<file path="src/rtl/lzbwd_pkg.sv">
// Shared types and constants of the bit-window LZ77 decompressor.
// Used by the token channel interface, the controller, the datapath and the top level.
// Depends on nothing.
`timescale 1ns / 1ps
`default_nettype none

package lzbwd_pkg;

  // Field widths of the token and head register
  localparam int unsigned POS_W  = 13;
  localparam int unsigned LEN_W  = 6;
  localparam int unsigned HEAD_W = 13;

  // Defaults of the top-level parameters
  localparam int unsigned WINDOW_BITS_DEF = 1024 * 8;
  localparam int unsigned MAX_COPY_DEF    = 64;

  // Head register value after reset
  localparam logic [HEAD_W-1:0] HEAD_RST = 13'd8128;

  // Commands from the controller to the datapath
  typedef struct packed {
    logic load_tok;   // capture an accepted token
    logic copy_rd;    // move the window, read the copy source
    logic copy_wr;    // write the copied bit at the head
    logic lit_wr;     // move the window, write the literal at the head
    logic emit_rd;    // read the next bit of the run
    logic emit_cap;   // load the result register
    logic emit_next;  // result transaction done, step to the next bit
    logic sweep_en;   // clearing sweep may use the write port
  } lzbwd_cmd_t;

  // Status from the datapath to the controller
  typedef struct packed {
    logic copy_done;   // all copy steps of the token are done
    logic emit_last;   // the result register holds the final bit
    logic sweep_busy;  // window clearing still in progress
  } lzbwd_sts_t;

endpackage

`default_nettype wire

</file>
<file path="src/rtl/lzbwd_ctrl.sv">
// Controller state machine: sequences copy steps, the literal write and the
// emission of the result bits. Depends on lzbwd_pkg for command/status types.
`timescale 1ns / 1ps
`default_nettype none

module lzbwd_ctrl import lzbwd_pkg::*; (
  input  wire logic       clk_i,
  input  wire logic       rst_ni,
  input  wire logic       in_valid_i,
  output logic            in_ready_o,
  output logic            out_valid_o,
  input  wire logic       out_ready_i,
  input  wire lzbwd_sts_t sts_i,
  output lzbwd_cmd_t      cmd_o
);

  typedef enum logic [5:0] {
    S_IDLE     = 6'b000001,
    S_COPY_RD  = 6'b000010,
    S_COPY_WR  = 6'b000100,
    S_EMIT_RD  = 6'b001000,
    S_EMIT_CAP = 6'b010000,
    S_EMIT_OUT = 6'b100000
  } state_e;

  state_e state_q, state_d;
  logic   in_fire;
  logic   out_fire;

  assign in_ready_o  = (state_q == S_IDLE) && !sts_i.sweep_busy;
  assign out_valid_o = (state_q == S_EMIT_OUT);
  assign in_fire     = in_valid_i && in_ready_o;
  assign out_fire    = out_valid_o && out_ready_i;

  // Next state and commands
  always_comb begin
    state_d = state_q;
    cmd_o   = '0;
    case (state_q)
      S_IDLE: begin
        cmd_o.sweep_en = 1'b1;
        if (in_fire) begin
          cmd_o.load_tok = 1'b1;
          state_d        = S_COPY_RD;
        end
      end
      S_COPY_RD: begin
        if (sts_i.copy_done) begin
          cmd_o.lit_wr = 1'b1;
          state_d      = S_EMIT_RD;
        end else begin
          cmd_o.copy_rd = 1'b1;
          state_d       = S_COPY_WR;
        end
      end
      S_COPY_WR: begin
        cmd_o.copy_wr = 1'b1;
        state_d       = S_COPY_RD;
      end
      S_EMIT_RD: begin
        cmd_o.emit_rd = 1'b1;
        state_d       = S_EMIT_CAP;
      end
      S_EMIT_CAP: begin
        cmd_o.emit_cap = 1'b1;
        state_d        = S_EMIT_OUT;
      end
      S_EMIT_OUT: begin
        if (out_fire) begin
          cmd_o.emit_next = 1'b1;
          state_d         = sts_i.emit_last ? S_IDLE : S_EMIT_RD;
        end
      end
      default: begin
        state_d = S_IDLE;
      end
    endcase
  end

  // State register
  always_ff @(posedge clk_i or negedge rst_ni) begin
    if (!rst_ni) begin
      state_q <= S_IDLE;
    end else begin
      state_q <= state_d;
    end
  end

  // An accepted token always starts with the copy/literal decision
  a_accept_starts_copy: assert property (@(posedge clk_i) disable iff (!rst_ni)
    in_fire |=> state_q == S_COPY_RD)
    else $error("token accepted without entering the copy phase");

  // The final result transaction of a token returns to idle
  a_last_ends_token: assert property (@(posedge clk_i) disable iff (!rst_ni)
    (out_fire && sts_i.emit_last) |=> state_q == S_IDLE)
    else $error("final bit delivered but controller not idle");

endmodule

`default_nettype wire

</file>
<file path="config.mk">
export PLATFORM = sky130hd
export DESIGN_NAME = lzbwd_ctrl
export DESIGN_NICKNAME = d
export VERILOG_FILES = /design/src/rtl/lzbwd_pkg.sv /design/src/rtl/lzbwd_ctrl.sv
export SDC_FILE = /design/constraint.sdc
export NUM_CORES = 1
export LEC_CHECK = 0
export ABC_AREA = 1
export BUFFER_PORTS_ARGS = -buffer_cell sky130_fd_sc_hd__buf_4
export CAP_MARGIN = 20
export CORE_AREA = 2 2 39 41
export DETAILED_ROUTE_END_ITERATION = 6
export DIE_AREA = 0 0 41 43
export PLACE_DENSITY_LB_ADDON = 0.3
export REMOVE_ABC_BUFFERS = 1
export SYNTH_ARGS = -nofsm -noshare
export SYNTH_HDL_FRONTEND = slang
export SYNTH_SLANG_ARGS = --single-unit
</file>
<file path="constraint.sdc">
create_clock -name clk_i -period 1.2 [get_ports clk_i]
set_input_delay 0.24 -clock clk_i [delete_from_list [all_inputs] [get_ports clk_i]]
set_output_delay 0.24 -clock clk_i [all_outputs]
set_load 0.02 [all_outputs]
</file>
==> metrics.yaml <==
crit_slowest_cell: "sky130_fd_sc_hd__dfrtp_1"
timing.clock.skew_ns: 0.006021
ys_flop_type: "sky130_fd_sc_hd__dfrtp_1"
floorplan.die_area_mm2: 0.001763
layout_top_registers: "state_q: 6 flops"
violations: "setup timing"
tritoncts_num_sinks: 6
io_pins: 17
largest_register_ffs: 6
detailedPlacementHpwl_um: 705.1
avgRoutedWirePerCell_um: 8.132
drt-vias-per-instance: 4.132
insertedDiodeCount: 0
top_cell_types_by_occurrence_after_synthesis: "sky130_fd_sc_hd__inv_1, sky130_fd_sc_hd__nor2_1, sky130_fd_sc_hd__nand2_1, sky130_fd_sc_hd__dfrtp_1, sky130_fd_sc_hd__nor2_2"
gp_congestion: 0.6875
cts-root-buf: "sky130_fd_sc_hd__clkbuf_4"
die_w_um: 41
synthArstFlopShare: 1.000
initial_util: 0.3047
most_instantiated_library_cell_after_synthesis: "sky130_fd_sc_hd__inv_1"
detailed_place.area_um2: 576.8
post_layout_total_power_mw: 1.255
timing.final.ws_setup_ns: -0.3065
fp-row-count: 14
grt_antenna_before_repair: 0
postSynthCellCount: 59
ys_ff_latch: 6
final_cell_area_um2: 711.9
synth.avg_cell_area_um2: 7.147
number_of_global_route_vias_before_repair: 409
worstPathBufferInverterCount: 1
worstSetupEndpointType: "primary output"
power.ir.vdd_worst_v: 0.0006826
final_min_period_over_clock_period: 1.255
worstSkewPairLatency_ns: 0.25
total_number_of_yosys_warnings: 0
dr_total_vias: 438
synth.area.top_cells: "sky130_fd_sc_hd__dfrtp_1, sky130_fd_sc_hd__inv_1, sky130_fd_sc_hd__nor2_1"
startpoint_class_of_the_critical_path: "register"
core_area_mm2: 0.001384
num-nets-final: 98
drc: 0
worst-slew-pin-transition_ns: 0.1721
most_flops_register: "state_q"
final_hold_vio_count: 0
synth.lib_cells_used.distinct: 15
max_cap_viol_count: 0
max-clock-path-buffers: 2
number_of_buffers_added_on_ports: 16
area_of_the_mapped_netlist_um2: 421.7
synth_enable_flop_cells: 0
power.static_leakage_nw: 0.4188
max-slew-margin-rel: 0.8850
cts.reportedPaths.clkPinSlew_ns: 0.05
cpPeakStageDelay_ns: 0.41
timing.critical_path.required_ns: 0.96
timing.setup.critical_path_class: "register to primary output"
area_delta_synth_final_pct: 68.84
global_route_wire_length_before_repair_mm: 1.545
drt.antenna.violating_nets: 0
holdCritPathClass: "input port to register"
drt_pass1_iterations: 5
top_cell_type_s_share_of_synthesized_area: 0.2967
global_route.usage.total: 0.1394
grt_start_max_net_pins: 7
critical_path.cell_chain: "nor2_4, nand3_2, nor2_1, buf_4"
gr-total-overflow: 0
path_delay_family: "simple AND/OR/NAND/NOR gates"
drive_gt1_frac: 0.5111
fillerInstances: 145
cts_buffers: 3
peak_fanout_along_the_critical_path: 5
drt_wl_total_um: 862
yosys.area.top_type: "sky130_fd_sc_hd__dfrtp_1"
timing.fmax_ghz: 0.6638
seq_area_frac_synth: 0.3591
power-per-cell-area_mw_per_mm2: 1763
min_period_ns: 1.507
worstPathArrival_ns: 1.27
timing.final.max_slew_violations: 0
tritoncts: "built"
ctsHtreeMaxLevel: 1
first_iter_violations: 4
setup_viol: 13
rsz0062_at_grt: "yes"
run_status: "finished with violations"
die_height_um: 43
-- cell usage in the layout (no fill, tap or decap) --
master,count
sky130_fd_sc_hd__inv_2,1
sky130_fd_sc_hd__clkbuf_1,1
sky130_fd_sc_hd__nand3_1,2
sky130_fd_sc_hd__o21ai_0,1
sky130_fd_sc_hd__nor3_2,2
sky130_fd_sc_hd__nand4_4,1
sky130_fd_sc_hd__nor2_2,4
sky130_fd_sc_hd__clkbuf_4,3
sky130_fd_sc_hd__dlygate4sd3_1,1
sky130_fd_sc_hd__buf_4,24
sky130_fd_sc_hd__buf_6,2
sky130_fd_sc_hd__clkinv_2,1
sky130_fd_sc_hd__a21oi_4,1
sky130_fd_sc_hd__dfstp_2,1
sky130_fd_sc_hd__nor2_4,3
sky130_fd_sc_hd__nor2_1,10
sky130_fd_sc_hd__nand3_2,3
sky130_fd_sc_hd__dfrtp_1,5
sky130_fd_sc_hd__inv_1,15
sky130_fd_sc_hd__o21a_1,1
sky130_fd_sc_hd__nand2_1,8
-- metal layers --
| layer | track usage | up-vias | wire, µm |
|---|---|---|---|
| met1 | 0.1508 | 191 | 355 |
| met3 | 0.04712 | 0 | 32 |
| met5 | 0 | - | 0 |
| met2 | 0.1938 | 12 | 474 |
| met4 | 0.1400 | 0 | 0 |
| li1 | - | 235 | - |
-- final cells by class --
class | instances | area (µm²) | share of cell area
inverters | 17 | 65.06 | 0.09139
flip-flops and latches | 6 | 151.4 | 0.2127
multi-input cells | 36 | 236.5 | 0.3322
clock buffers | 4 | 26.28 | 0.03691
repair buffers | 27 | 212.7 | 0.2988
well taps | 16 | 20.02 | 0.02812
-- power by group --
part | internal [mW] | switching, mW | total (mW)
logic | 0.333 | 0.396 | 0.730
registers | 0.266 | 0.0602 | 0.326
clock network | 0.126 | 0.0736 | 0.200
-- stage by stage --
stage | util | hold WS (ns) | setup TNS (ns) | instances | setup WS [ns]
floorplan | - | -0.05559 | -0.3539 | 59 | -0.2098
global placement | 0.4168 | 0.04713 | -0.2926 | 93 | -0.06985
detailed placement | 0.4168 | 0.04899 | -0.3670 | 93 | -0.08891
CTS | 0.5127 | 0.1469 | -3.302 | 106 | -0.3221
global route | 0.5145 | 0.1443 | -4.171 | 106 | -0.3905
finish | 0.5145 | 0.1578 | -2.988 | 106 | -0.3065
-- worst paths after layout --
check / startpoint / to / slack [ns] / depth (start not counted)
max: state_q[3] / cmd_o[1] / -0.31 / 4
min: sts_i[2] / state_q[2] / 0.16 / 2
max reg2reg: state_q[3] / state_q[0] / -0.17 / 11
min reg2reg: state_q[1] / state_q[4] / 0.65 / 3
max in group asynchronous: rst_ni / state_q[0] / 0.66 / 2
min in group asynchronous: rst_ni / state_q[5] / 0.33 / 2
-- cells by family (layout without fill, tap and decap cells) --
family | Yosys count | after routing | synth area share
and+or+nand+nor | 33 | 33 | 0.4392
AOI/OAI and AO/OA | 3 | 3 | 0.05044
DFF | 6 | 6 | 0.3591
buffers and inverters | 17 | 48 | 0.1513
-- repair_timing --
action                                  in CTS  in global routing
endpoints found under the hold margin        6                  0
pin swaps                                    3                  2
endpoints found under the setup margin      12                 14
hold buffers                                 1                  0
resized for setup                            9                  1
setup buffers                                8                  0
-- worst register-to-register path: cells and delay by family, from the launching register on --
family,cells,cell delay (ns)
simple gates,7,0.43
flops,1,0.41
buf+inv,4,0.46
(Power assumes the default switching activity.)
